`src/rtl/stq_pkg.sv`:
```
`timescale 1ns / 1ps
`default_nettype none

package stq_pkg;

   localparam int SLOTS_DEFAULT = 16;
   localparam int ID_WIDTH      = 16;
   localparam int DELAY_WIDTH   = 16;

   // item kinds
   localparam logic FUNC_ADD  = 1'b0;
   localparam logic FUNC_TICK = 1'b1;

   // result kinds
   localparam logic KIND_STATUS = 1'b0;
   localparam logic KIND_FIRE   = 1'b1;

   // add status codes
   localparam logic STATUS_OK   = 1'b0;
   localparam logic STATUS_FULL = 1'b1;

   typedef struct packed {
      logic                   func;
      logic [ID_WIDTH-1:0]    task_id;
      logic [DELAY_WIDTH-1:0] delay;
   } req_type;

   typedef struct packed {
      logic                kind;
      logic [ID_WIDTH-1:0] fired_id;
      logic                status;
      logic                last;
   } rsp_type;

   typedef enum logic [2:0] {
      ST_IDLE,
      ST_ADD,
      ST_SCAN,
      ST_DRAIN,
      ST_FLUSH
   } state_type;

   // controller -> datapath
   typedef struct packed {
      logic load;     // capture the request, clear the scan counter
      logic add;      // store into the first free slot and answer
      logic scan_rd;  // read the slot under the scan counter and advance
      logic flush;    // emit the held fire as the last one
   } cmd_type;

   // datapath -> controller
   typedef struct packed {
      logic scan_end; // scan counter sits on the highest slot
   } sts_type;

endpackage

`default_nettype wire

```
`src/rtl/stq_ram.sv`:
```
`timescale 1ns / 1ps
`default_nettype none

module stq_ram #(
   parameter int WIDTH = 16,
   parameter int DEPTH = 16
) (
   input  wire logic                                        clock,
   input  wire logic                                        wr_en,
   input  wire logic [((DEPTH > 1) ? $clog2(DEPTH) : 1)-1:0] wr_addr,
   input  wire logic [WIDTH-1:0]                            wr_data,
   input  wire logic                                        rd_en,
   input  wire logic [((DEPTH > 1) ? $clog2(DEPTH) : 1)-1:0] rd_addr,
   output      logic [WIDTH-1:0]                            rd_data
);

   logic [WIDTH-1:0] mem_ff [DEPTH];
   logic [WIDTH-1:0] rd_data_ff;

   always_ff @(posedge clock) begin
      if (wr_en) begin
         mem_ff[wr_addr] <= wr_data;
      end
      if (rd_en) begin
         rd_data_ff <= mem_ff[rd_addr];
      end
   end

   assign rd_data = rd_data_ff;

endmodule

`default_nettype wire

```
`src/rtl/stq_ctrl.sv`:
```
`timescale 1ns / 1ps
`default_nettype none

module stq_ctrl (
   input  wire logic             clock,
   input  wire logic             reset,
   input  wire logic             start,
   input  wire logic             func,
   input  wire stq_pkg::sts_type sts,
   output      stq_pkg::cmd_type cmd,
   output      logic             busy
);

   stq_pkg::state_type state_ff;
   stq_pkg::state_type state_in;

   always_ff @(posedge clock) begin
      if (reset) begin
         state_ff <= stq_pkg::ST_IDLE;
      end else begin
         state_ff <= state_in;
      end
   end

   always_comb begin
      state_in = state_ff;
      cmd      = '0;
      busy     = 1'b1;
      unique case (state_ff)
         stq_pkg::ST_IDLE: begin
            busy = 1'b0;
            if (start) begin
               cmd.load = 1'b1;
               state_in = (func == stq_pkg::FUNC_ADD) ? stq_pkg::ST_ADD : stq_pkg::ST_SCAN;
            end
         end
         stq_pkg::ST_ADD: begin
            cmd.add  = 1'b1;
            state_in = stq_pkg::ST_IDLE;
         end
         stq_pkg::ST_SCAN: begin
            cmd.scan_rd = 1'b1;
            if (sts.scan_end) begin
               state_in = stq_pkg::ST_DRAIN;
            end
         end
         // last slot's read data is processed here
         stq_pkg::ST_DRAIN: begin
            state_in = stq_pkg::ST_FLUSH;
         end
         stq_pkg::ST_FLUSH: begin
            cmd.flush = 1'b1;
            state_in  = stq_pkg::ST_IDLE;
         end
         default: begin
            state_in = stq_pkg::ST_IDLE;
         end
      endcase
   end

`ifndef SYNTHESIS
   a_drain_to_flush: assert property (@(posedge clock) disable iff (reset)
      state_ff == stq_pkg::ST_DRAIN |=> state_ff == stq_pkg::ST_FLUSH)
      else $error("drain not followed by flush");

   a_add_one_cycle: assert property (@(posedge clock) disable iff (reset)
      state_ff == stq_pkg::ST_ADD |=> state_ff == stq_pkg::ST_IDLE)
      else $error("add took more than one cycle");

   a_accept_only_idle: assert property (@(posedge clock) disable iff (reset)
      cmd.load |-> !busy && start)
      else $error("request captured while busy");
`endif

endmodule

`default_nettype wire

```
`src/rtl/stq_datapath.sv`:
```
`timescale 1ns / 1ps
`default_nettype none

module stq_datapath #(
   parameter int SLOTS = stq_pkg::SLOTS_DEFAULT
) (
   input  wire logic             clock,
   input  wire logic             reset,
   input  wire stq_pkg::req_type req_data,
   input  wire stq_pkg::cmd_type cmd,
   output      stq_pkg::sts_type sts,
   output      logic             rsp_strobe,
   output      stq_pkg::rsp_type rsp_data
);

   localparam int IW = (SLOTS > 1) ? $clog2(SLOTS) : 1;

   stq_pkg::req_type              req_ff;
   logic [IW-1:0]                 cnt_ff;
   logic [IW-1:0]                 cnt_in;
   logic                          s2_valid_ff;
   logic [IW-1:0]                 s2_idx_ff;
   logic [SLOTS-1:0]              valid_ff;
   logic [SLOTS-1:0]              valid_in;
   logic                          pend_ff;
   logic                          pend_in;
   logic [stq_pkg::ID_WIDTH-1:0]  pend_id_ff;
   logic [stq_pkg::ID_WIDTH-1:0]  pend_id_in;
   logic                          rsp_strobe_ff;
   logic                          rsp_strobe_in;
   stq_pkg::rsp_type              rsp_ff;
   stq_pkg::rsp_type              rsp_in;

   logic [IW-1:0]                    free_idx;
   logic                             full;
   logic                             store;
   logic                             slot_live;
   logic                             expire;
   logic [stq_pkg::DELAY_WIDTH-1:0]  rem_rd;
   logic [stq_pkg::ID_WIDTH-1:0]     task_rd;
   logic                             rem_wr_en;
   logic [IW-1:0]                    rem_wr_addr;
   logic [stq_pkg::DELAY_WIDTH-1:0]  rem_wr_data;

   // lowest free slot
   always_comb begin
      free_idx = '0;
      for (int i = SLOTS - 1; i >= 0; i--) begin
         if (!valid_ff[i]) begin
            free_idx = IW'(i);
         end
      end
   end

   assign full      = &valid_ff;
   assign store     = cmd.add && !full;
   assign slot_live = s2_valid_ff && valid_ff[s2_idx_ff];
   assign expire    = slot_live && (rem_rd <= stq_pkg::DELAY_WIDTH'(1));

   assign rem_wr_en   = store || (slot_live && !expire);
   assign rem_wr_addr = cmd.add ? free_idx : s2_idx_ff;
   assign rem_wr_data = cmd.add ?
                        ((req_ff.delay == '0) ? stq_pkg::DELAY_WIDTH'(1) : req_ff.delay) :
                        (rem_rd - stq_pkg::DELAY_WIDTH'(1));

   stq_ram #(
      .WIDTH (stq_pkg::DELAY_WIDTH),
      .DEPTH (SLOTS)
   ) u_rem_ram (
      .clock   (clock),
      .wr_en   (rem_wr_en),
      .wr_addr (rem_wr_addr),
      .wr_data (rem_wr_data),
      .rd_en   (cmd.scan_rd),
      .rd_addr (cnt_ff),
      .rd_data (rem_rd)
   );

   stq_ram #(
      .WIDTH (stq_pkg::ID_WIDTH),
      .DEPTH (SLOTS)
   ) u_task_ram (
      .clock   (clock),
      .wr_en   (store),
      .wr_addr (free_idx),
      .wr_data (req_ff.task_id),
      .rd_en   (cmd.scan_rd),
      .rd_addr (cnt_ff),
      .rd_data (task_rd)
   );

   always_comb begin
      cnt_in        = cnt_ff;
      valid_in      = valid_ff;
      pend_in       = pend_ff;
      pend_id_in    = pend_id_ff;
      rsp_strobe_in = 1'b0;
      rsp_in        = rsp_ff;

      if (cmd.load) begin
         cnt_in = '0;
      end else if (cmd.scan_rd) begin
         cnt_in = cnt_ff + IW'(1);
      end

      if (store) begin
         valid_in[free_idx] = 1'b1;
      end

      if (cmd.add) begin
         rsp_strobe_in   = 1'b1;
         rsp_in.kind     = stq_pkg::KIND_STATUS;
         rsp_in.fired_id = '0;
         rsp_in.status   = full ? stq_pkg::STATUS_FULL : stq_pkg::STATUS_OK;
         rsp_in.last     = 1'b1;
      end

      // a fire is held one step so the final one of a tick can carry last
      if (expire) begin
         valid_in[s2_idx_ff] = 1'b0;
         pend_in             = 1'b1;
         pend_id_in          = task_rd;
         if (pend_ff) begin
            rsp_strobe_in   = 1'b1;
            rsp_in.kind     = stq_pkg::KIND_FIRE;
            rsp_in.fired_id = pend_id_ff;
            rsp_in.status   = stq_pkg::STATUS_OK;
            rsp_in.last     = 1'b0;
         end
      end

      if (cmd.flush && pend_ff) begin
         pend_in         = 1'b0;
         rsp_strobe_in   = 1'b1;
         rsp_in.kind     = stq_pkg::KIND_FIRE;
         rsp_in.fired_id = pend_id_ff;
         rsp_in.status   = stq_pkg::STATUS_OK;
         rsp_in.last     = 1'b1;
      end
   end

   always_ff @(posedge clock) begin
      if (reset) begin
         valid_ff      <= '0;
         s2_valid_ff   <= 1'b0;
         pend_ff       <= 1'b0;
         rsp_strobe_ff <= 1'b0;
         cnt_ff        <= '0;
      end else begin
         valid_ff      <= valid_in;
         s2_valid_ff   <= cmd.scan_rd;
         pend_ff       <= pend_in;
         rsp_strobe_ff <= rsp_strobe_in;
         cnt_ff        <= cnt_in;
      end
   end

   always_ff @(posedge clock) begin
      if (cmd.load) begin
         req_ff <= req_data;
      end
      s2_idx_ff  <= cnt_ff;
      pend_id_ff <= pend_id_in;
      rsp_ff     <= rsp_in;
   end

   assign sts.scan_end = (cnt_ff == IW'(SLOTS - 1));
   assign rsp_strobe   = rsp_strobe_ff;
   assign rsp_data     = rsp_ff;

`ifndef SYNTHESIS
   a_status_is_last: assert property (@(posedge clock) disable iff (reset)
      rsp_strobe_ff && rsp_ff.kind == stq_pkg::KIND_STATUS |-> rsp_ff.last)
      else $error("add answer without last");

   a_fire_status_ok: assert property (@(posedge clock) disable iff (reset)
      rsp_strobe_ff && rsp_ff.kind == stq_pkg::KIND_FIRE |-> rsp_ff.status == stq_pkg::STATUS_OK)
      else $error("fire result with nonzero status");

   a_no_port_clash: assert property (@(posedge clock) disable iff (reset)
      cmd.add |-> !s2_valid_ff)
      else $error("add write collides with scan write-back");

   a_flush_empties: assert property (@(posedge clock) disable iff (reset)
      cmd.flush |=> !pend_ff)
      else $error("held fire survived flush");
`endif

endmodule

`default_nettype wire

```
`src/rtl/software_timer_queue.sv`:
```
// Add: the status result is registered in ST_ADD and strobes with the controller back
//   in idle, and the next item may be accepted at the edge that ends that strobe cycle.
// Tick: busy through ST_SCAN, ST_DRAIN and ST_FLUSH, one slot read per cycle from the
//   task and remaining-count RAMs; fires stream out in slot order, the last one in the final
//   busy cycle's successor. A new tick is taken only once the controller is back in idle.
// Results are never stalled: each strobe lasts one cycle.
// Synchronous reset frees every slot (valid flops) and returns the controller to idle.
`timescale 1ns / 1ps
`default_nettype none

module software_timer_queue #(
   parameter int SLOTS = stq_pkg::SLOTS_DEFAULT
) (
   input  wire logic             clock,
   input  wire logic             reset,
   input  wire logic             start,
   output      logic             busy,
   input  wire stq_pkg::req_type req_data,
   output      logic             rsp_strobe,
   output      stq_pkg::rsp_type rsp_data
);

   stq_pkg::cmd_type cmd;
   stq_pkg::sts_type sts;

   stq_ctrl u_ctrl (
      .clock (clock),
      .reset (reset),
      .start (start),
      .func  (req_data.func),
      .sts   (sts),
      .cmd   (cmd),
      .busy  (busy)
   );

   stq_datapath #(
      .SLOTS (SLOTS)
   ) u_datapath (
      .clock      (clock),
      .reset      (reset),
      .req_data   (req_data),
      .cmd        (cmd),
      .sts        (sts),
      .rsp_strobe (rsp_strobe),
      .rsp_data   (rsp_data)
   );

endmodule

`default_nettype wire
```
`config.mk`:
```
export PLATFORM = sky130hd
export DESIGN_NAME = software_timer_queue
export DESIGN_NICKNAME = d
export VERILOG_FILES = /design/src/rtl/stq_pkg.sv /design/src/rtl/stq_ram.sv /design/src/rtl/stq_ctrl.sv /design/src/rtl/stq_datapath.sv /design/src/rtl/software_timer_queue.sv
export SDC_FILE = /design/constraint.sdc
export NUM_CORES = 1
export LEC_CHECK = 0
export BUFFER_PORTS_ARGS = -buffer_cell sky130_fd_sc_hd__buf_2
export CAP_MARGIN = 5
export CORE_MARGIN = 3
export CORE_UTILIZATION = 30
export DETAILED_ROUTE_END_ITERATION = 16
export GPL_ROUTABILITY_DRIVEN = 0
export PLACE_DENSITY = 0.55
export SLEW_MARGIN = 30
export SYNTH_ARGS = -nofsm -noshare
export SYNTH_HDL_FRONTEND = slang
export SYNTH_SLANG_ARGS = --single-unit
```
`constraint.sdc`:
```
create_clock -name clock -period 4.6 [get_ports clock]
set_input_delay 0.23 -clock clock [delete_from_list [all_inputs] [get_ports clock]]
set_output_delay 0.23 -clock clock [all_outputs]
set_load 0.03 [all_outputs]
```
# After elaboration in Yosys (flattened, before gate mapping)
# Memory sizes are Yosys's and may differ from the RTL's. A register that Yosys moved wholly into a read port is not among the register bits.
# Index checks and enable logic that the tools add are counted.
[op_classes]
bitwise_logic = 3
muxes = 50
n_lt_le_gt_ge = 5
n_reduce_logical = 16
n_eq_ne = 7
n_addsub = 2
[op_table]
columns = ["op", "n"]
rows = [
  ["4-bit two-way mux", 17],
  ["16-bit two-way mux", 4],
  ["19-bit two-way mux", 3],
  ["1-bit two-way mux", 18],
  ["18-bit two-way mux", 1],
  ["16-bit AND", 1],
  ["16-bit by 1-bit <= comparator with 1-bit output, second input constant", 1],
  ["16-bit zero test", 1],
  ["16-bit inverter", 1],
  ["16-bit bitwise OR", 1],
  ["16-bit AND reduction", 1],
  ["16-bit by 1-bit subtractor with 16-bit output, second input constant", 1],
  ["4-bit by 5-bit < comparator with 1-bit output, second input constant", 2],
  ["3-bit one-hot mux with 3 select lines", 1],
  ["1-bit demux with 4-bit select", 2],
  ["4-bit by 1-bit greater-or-equal comparator with 1-bit output, second input constant", 2],
  ["1-bit logical AND", 7],
  ["3-bit by 2-bit equality test with 1-bit output, second input constant", 2],
  ["3-bit two-way mux", 2],
  ["4-bit by 1-bit adder with 4-bit output, second input constant", 1],
  ["1-bit binary-select mux with 4-bit select", 1],
  ["4-bit equality test, second input constant", 1],
  ["2-bit != test, second input constant", 2],
  ["2-bit OR reduction", 2],
  ["other kinds (7)", 8],
]
[word_totals]
out_inout_bits = 21
memories = 2
reg_bits = 97
ramBits = 512
[memory_table]
columns = ["name", "words", "width", "rd", "rd_clocked_by_memory_dff", "wr", "line", "text"]
rows = [
  ["u_datapath.u_rem_ram.mem_ff", 16, 16, 1, 1, 1, "stq_ram.sv:17", "logic [WIDTH-1:0] mem_ff [DEPTH];"],
  ["u_datapath.u_task_ram.mem_ff", 16, 16, 1, 1, 1, "stq_ram.sv:17", ""],
]

# Depth between registers and ports, before layout
[logic_depth]
depth_word = 24
depth_mapped = 10

# Cells and area by module
# A second synthesis with hierarchy kept.
[hier_totals]
cells_unflattened = 1233
area_unflattened_um2 = 24731.2
[modules_own_cells]
columns = ["mod", "n_inst", "seq_area_each_um2", "cells_each", "area_each_um2"]
rows = [
  ["stq_ram", 2, 8167.8, 432, 10203.5],
  ["stq_datapath", 1, 2362.3, 354, 4179.0],
  ["stq_ctrl", 1, 60.1, 15, 145.1],
]

# Worst setup path before layout
# OpenSTA, ideal clock, no wires.
[synth_timing]
path_type = "reg-to-reg"
start = "register u_ctrl.state_ff[1]"
end = "register u_datapath.cnt_ff[3]"
period_less_slack_ns = 3.967
setup_ns = 0.065
path_buffers = 1
path_stages_with_launch = 6
arrival_ns = 3.902
slack_ns = 0.633
required_time_ns = 4.535
cell_sequence = "dfxtp_1 -> clkbuf_1 -> nor3b_1 -> nand4_1 -> xor2_1 -> nor2_1"
[synth_lines]
columns = ["element", "line", "text"]
rows = [
  ["from (decl)", "stq_ctrl.sv:14", "stq_pkg::state_type state_ff;"],
  ["from (signal assigned)", "stq_ctrl.sv:19", "state_ff <= stq_pkg::ST_IDLE;"],
  ["from (signal assigned)", "stq_ctrl.sv:21", "state_ff <= state_in;"],
  ["to (signal assigned)", "stq_datapath.sv:154", "cnt_ff <= cnt_in;"],
  ["to (decl)", "stq_datapath.sv:19", "logic [IW-1:0] cnt_ff;"],
]

# Worst setup path in the final report
[layout_timing]
start = "register u_ctrl.state_ff[0]"
end = "memory u_datapath.u_task_ram.mem_ff[14][10], enable pin"
[layout_between]
elab_chain_cells = 5
[layout_rtl]
columns = ["element", "line", "text"]
rows = [
  ["3-bit by 1-bit equality test with 1-bit output", "stq_ctrl.sv:29", "unique case (state_ff)"],
  ["1-bit two-way mux", "stq_ctrl.sv:29", ""],
  ["1-bit logical AND", "stq_datapath.sv:56", "assign store = cmd.add && !full;"],
  ["1-bit two-way mux", "stq_ram.sv:21", "if (wr_en) begin"],
  ["1-bit two-way mux (not written as such)", "stq_ram.sv:22", "mem_ff[wr_addr] <= wr_data;"],
  ["to (decl)", "stq_ram.sv:17", ""],
]
# No other way between the ends.

==> reports/metrics.yaml <==
sta:
  hold_slack_ns: 0.08416
  finalHoldViolations: 0
  slew_headroom_pct: 38.65
  tightest_slew_ns: 0.9192
  finalSetupTns_ns: 0
  drv_slew: 0
  fin_skew_ns: 0.01744
  rsz0062_at_grt: "false"
  finalCriticalPeriod_ns: 3.218
  period_share_pct: 69.96
  setup_violations: 0
  max_freq_ghz: 0.3107
cells_and_area:
  antenna_cells: 0
  synthToLayoutAreaGrowth_pct: 17.68
  multiInputGateArea_um2: 5605
  layout-drive-gt1-share_pct: 29.32
  register_area_um2: 18770
  fill_cells: 7383
  nNetsFinal: 1391
grt:
  grt_pass1_wl_mm: 83.52
  overflow: 0
  grtUsageTotal_pct: 13.10
  antenna_found_initial: 0
  grt_pass1_vias: 12640
  grt_max_degree: 133
place:
  hpwl_mm: 32.96
  port_buffers: 56
synthesis:
  yosysSeqAreaShare_pct: 76.27
  yosys_warnings: 0
  synth_cells: 1198
  yosysTopAreaCell: "edfxtp_1"
  yosysTopAreaCellShare_pct: 72.28
  syn-num-nets: 1237
  synth.distinct_cells: 55
  synth_area_um2: 24590
  async_flop_share_pct: 0
  ys_ff_latch: 641
  synth_area_leaders: "edfxtp_1, mux4_2, dfxtp_1, mux2i_1, nand2_1"
  synth_flop_cell: "edfxtp_1"
  synth_edf_count: 592
  synth_area_per_cell_um2: 20.53
floorplanning:
  start_util_pct: 30.43
  io_pins: 57
  core-area_um2: 80810
  die_h_um: 292.3
  num_rows: 104
  die_x_um: 292.3
  die-area_um2: 85450
clock_tree:
  clock_sinks: 641
  clkLatencyLatePin_ns: 0.61
  clockRootBuffer: "clkbuf_16"
  cts_buffers: 59
  hold_buffers: 34
  post_cts_buffers: 0
  cts.htree.levels: 2
  cts_tree: "yes"
  clkSlewWorstSetupHoldPaths_ns: 0.07
  ctsLongestPathBuffers: 3
  cts_resized: 0
critical_path:
  startpoint: "u_ctrl.state_ff[0]"
  crit-reg2reg-launch: "u_ctrl.state_ff[0]"
  r2r_setup_slack_ns: 1.38
  path_buf_inv: 2
  timing.rr.end: "u_datapath.u_task_ram.mem_ff[14][10]"
  crit_required_ns: 4.83
  crit_chain: "or3b_2 > nor2_1 > nand4_1 > inv_1 > nand3_1 > inv_1"
  reg2regPathDepth: 6
  critPathMaxStageDelay_ns: 0.80
  critPathTopFamily: "simple AND/OR/NAND/NOR gates"
  start_kind: "flop"
  end_kind: "flop"
  cpMostUsedCell: "inv_1"
  crit_type: "flop to flop"
  arrival_ns: 3.45
  crit_fanout: 23
  worst_path_max_delay_cell: "or3b_2"
power:
  p_int_mw: 9.481
  switchingPower_mw: 2.369
  combinationalPowerShare_pct: 3.3
  p_leak_nw: 9.004
  p_seq_share_pct: 55.1
  power_per_cell_area_nw_per_um2: 409.4
  pwr-share-clk_pct: 41.6
  p_sw_share_pct: 19.99
  vdd_drop_max_v: 0.0002539
detailed_routing:
  drt_wl_total_mm: 55.87
  drcViolationCount: 0
  vias_per_cell: 4.866
  first_pass_iters: 5
  first_iter_violations: 995
  drt-wirelength-per-cell_um: 22.69
  ant_nets: 0
  vias: 11980
worst_hold_path:
  whs_endpoint: "u_datapath.s2_valid_ff"
  hp-class: "input port to flop"
  holdPathStages: 2
  min_from: "reset"
job:
  maxCapViolations: 0
outcome:
  outcome: "finished, final reports clean"
[power by group through the flow]
| stage | Combinational, mW | Sequential [mW] | Clock, mW |
|---|---|---|---|
| after floorplan | 0.230 | 6.62 | 0 |
| after global placement | 0.360 | 6.65 | 0 |
| after detailed placement | 0.372 | 6.66 | 0 |
| after CTS | 0.396 | 6.53 | 5.06 |
| after global routing | 0.429 | 6.53 | 5.29 |
| final | 0.396 | 6.52 | 4.93 |
[sequential cells by signal (all words and copies together), names as in the netlist]
signal and flops:
u_datapath.pend_ff 1, u_datapath.pend_id_ff 16, u_datapath.u_task_ram.rd_data 16, u_datapath.s2_valid_ff 1, u_ctrl.state_ff 3, u_datapath.cnt_ff 4, u_datapath.req_ff 32, u_datapath.u_rem_ram.mem_ff 256
u_datapath.u_task_ram.mem_ff 256, u_datapath.valid_ff 16, u_datapath.rsp_data 19, u_datapath.u_rem_ram.rd_data 16, u_datapath.rsp_strobe 1, u_datapath.s2_idx_ff 4
[routing by layer]
metal,vias up,track usage [%],share of wire [%]
li1,5225,-,-
met1,6326,17.81,44
met2,334,21.78,49
met3,94,2.108,4.7
met4,0,3.951,2.5
met5,-,0,0
[synth_stat cells, types with 2 or more instances]
master / instances
nor3b_1: 4
xnor2_1: 10
or4_1: 2
buf_6: 2
a22oi_1: 5
and3b_1: 2
nor4_1: 11
nand4_1: 7
inv_1: 37
edfxtp_1: 592
dfxtp_1: 49
and4_1: 3
a211oi_1: 5
nand3_1: 9
mux2i_1: 24
buf_2: 16
a31oi_1: 14
and2_1: 2
nor2_1: 43
or3_1: 2
xor2_1: 7
a221oi_1: 5
nand2_1: 57
clkbuf_1: 36
o21ai_0: 17
buf_1: 4
ha_1: 3
and3_1: 2
mux4_2: 160
o21a_1: 4
a21o_1: 2
a41oi_1: 2
nand2b_1: 3
nor2b_1: 5
or2_2: 4
o211ai_1: 2
o31a_1: 3
nor3_1: 15
a21oi_1: 12
[how the worst max path moves through the flow]
stage,endpoint,slack [ns],cells after the start
6_report,u_datapath.u_task_ram.mem_ff[14][10],1.38,6
5_1_grt,u_datapath.u_task_ram.mem_ff[14][10],1.12,6
4_1_cts,u_datapath.u_task_ram.mem_ff[14][10],1.36,6
3_5_place_dp,u_datapath.u_task_ram.mem_ff[14][9],1.36,6
3_3_place_gp,u_datapath.u_rem_ram.mem_ff[9][15],1.33,7
2_1_floorplan,u_datapath.cnt_ff[3],0.63,5
[layout by cell type (no fill, tap or decap), drive strengths merged, types with 3 or more instances in the layout]
cell         count
a221oi           5
or4              3
edfxtp         592
o31a             3
mux4           160
or2              4
nor2b            5
ha               3
clkinv          19
a211oi           5
o21a             4
nor3            16
xnor2           10
o21ai           18
a31oi           14
mux2i           24
nor2            43
clkbuf          86
dlygate4sd3     34
dfxtp           49
a22oi            5
nand2b           3
and4             3
a21oi           13
nand3            9
xor2             7
nand2           57
bufinv           5
nor4            11
buf            117
nand4            7
nor3b            4
inv             37
[through the flow]
| stage | setup slack (ns) | utilization [%] | power (mW) | std cells | area (um2) |
|---|---|---|---|---|---|
| finish | 1.382 | 35.82 | 11.85 | 2462 | 28940 |
| floorplan | 0.6326 | - | 6.853 | 1198 | 24590 |
| CTS | 1.364 | 35.79 | 11.99 | 2461 | 28920 |
| global placement | 1.326 | 32.88 | 7.015 | 2313 | 26570 |
| detailed placement | 1.362 | 32.94 | 7.031 | 2316 | 26620 |
| global route | 1.121 | 35.82 | 12.25 | 2462 | 28940 |
[logic make-up after synthesis]
group / synth area share, %
muxes: 15.63
DFF: 76.27
and+or+nand+nor: 3.480
xor gates and xnor gates: 0.6054
buffers and inverters: 1.592
adders and majority gates: 0.1526
AOI/OAI and AO/OA: 2.269
[worst reg2reg max path: stages, from the launching register on]
cell,delay (ns)
dfxtp_1,0.47
or3b_2,0.80
nor2_1,0.32
nand4_1,0.22
inv_1,0.18
nand3_1,0.12
inv_1,0.72
[cell type report]
class	instances	area share (%)
clock buffers	86	5.910
clock inverters	25	0.8732
inverters	37	0.4799
multi-input cells	462	19.37
flip-flops and latches	641	64.85
well taps	1060	4.582
repair buffers	151	3.934
Power figures use the tool's default switching activity.
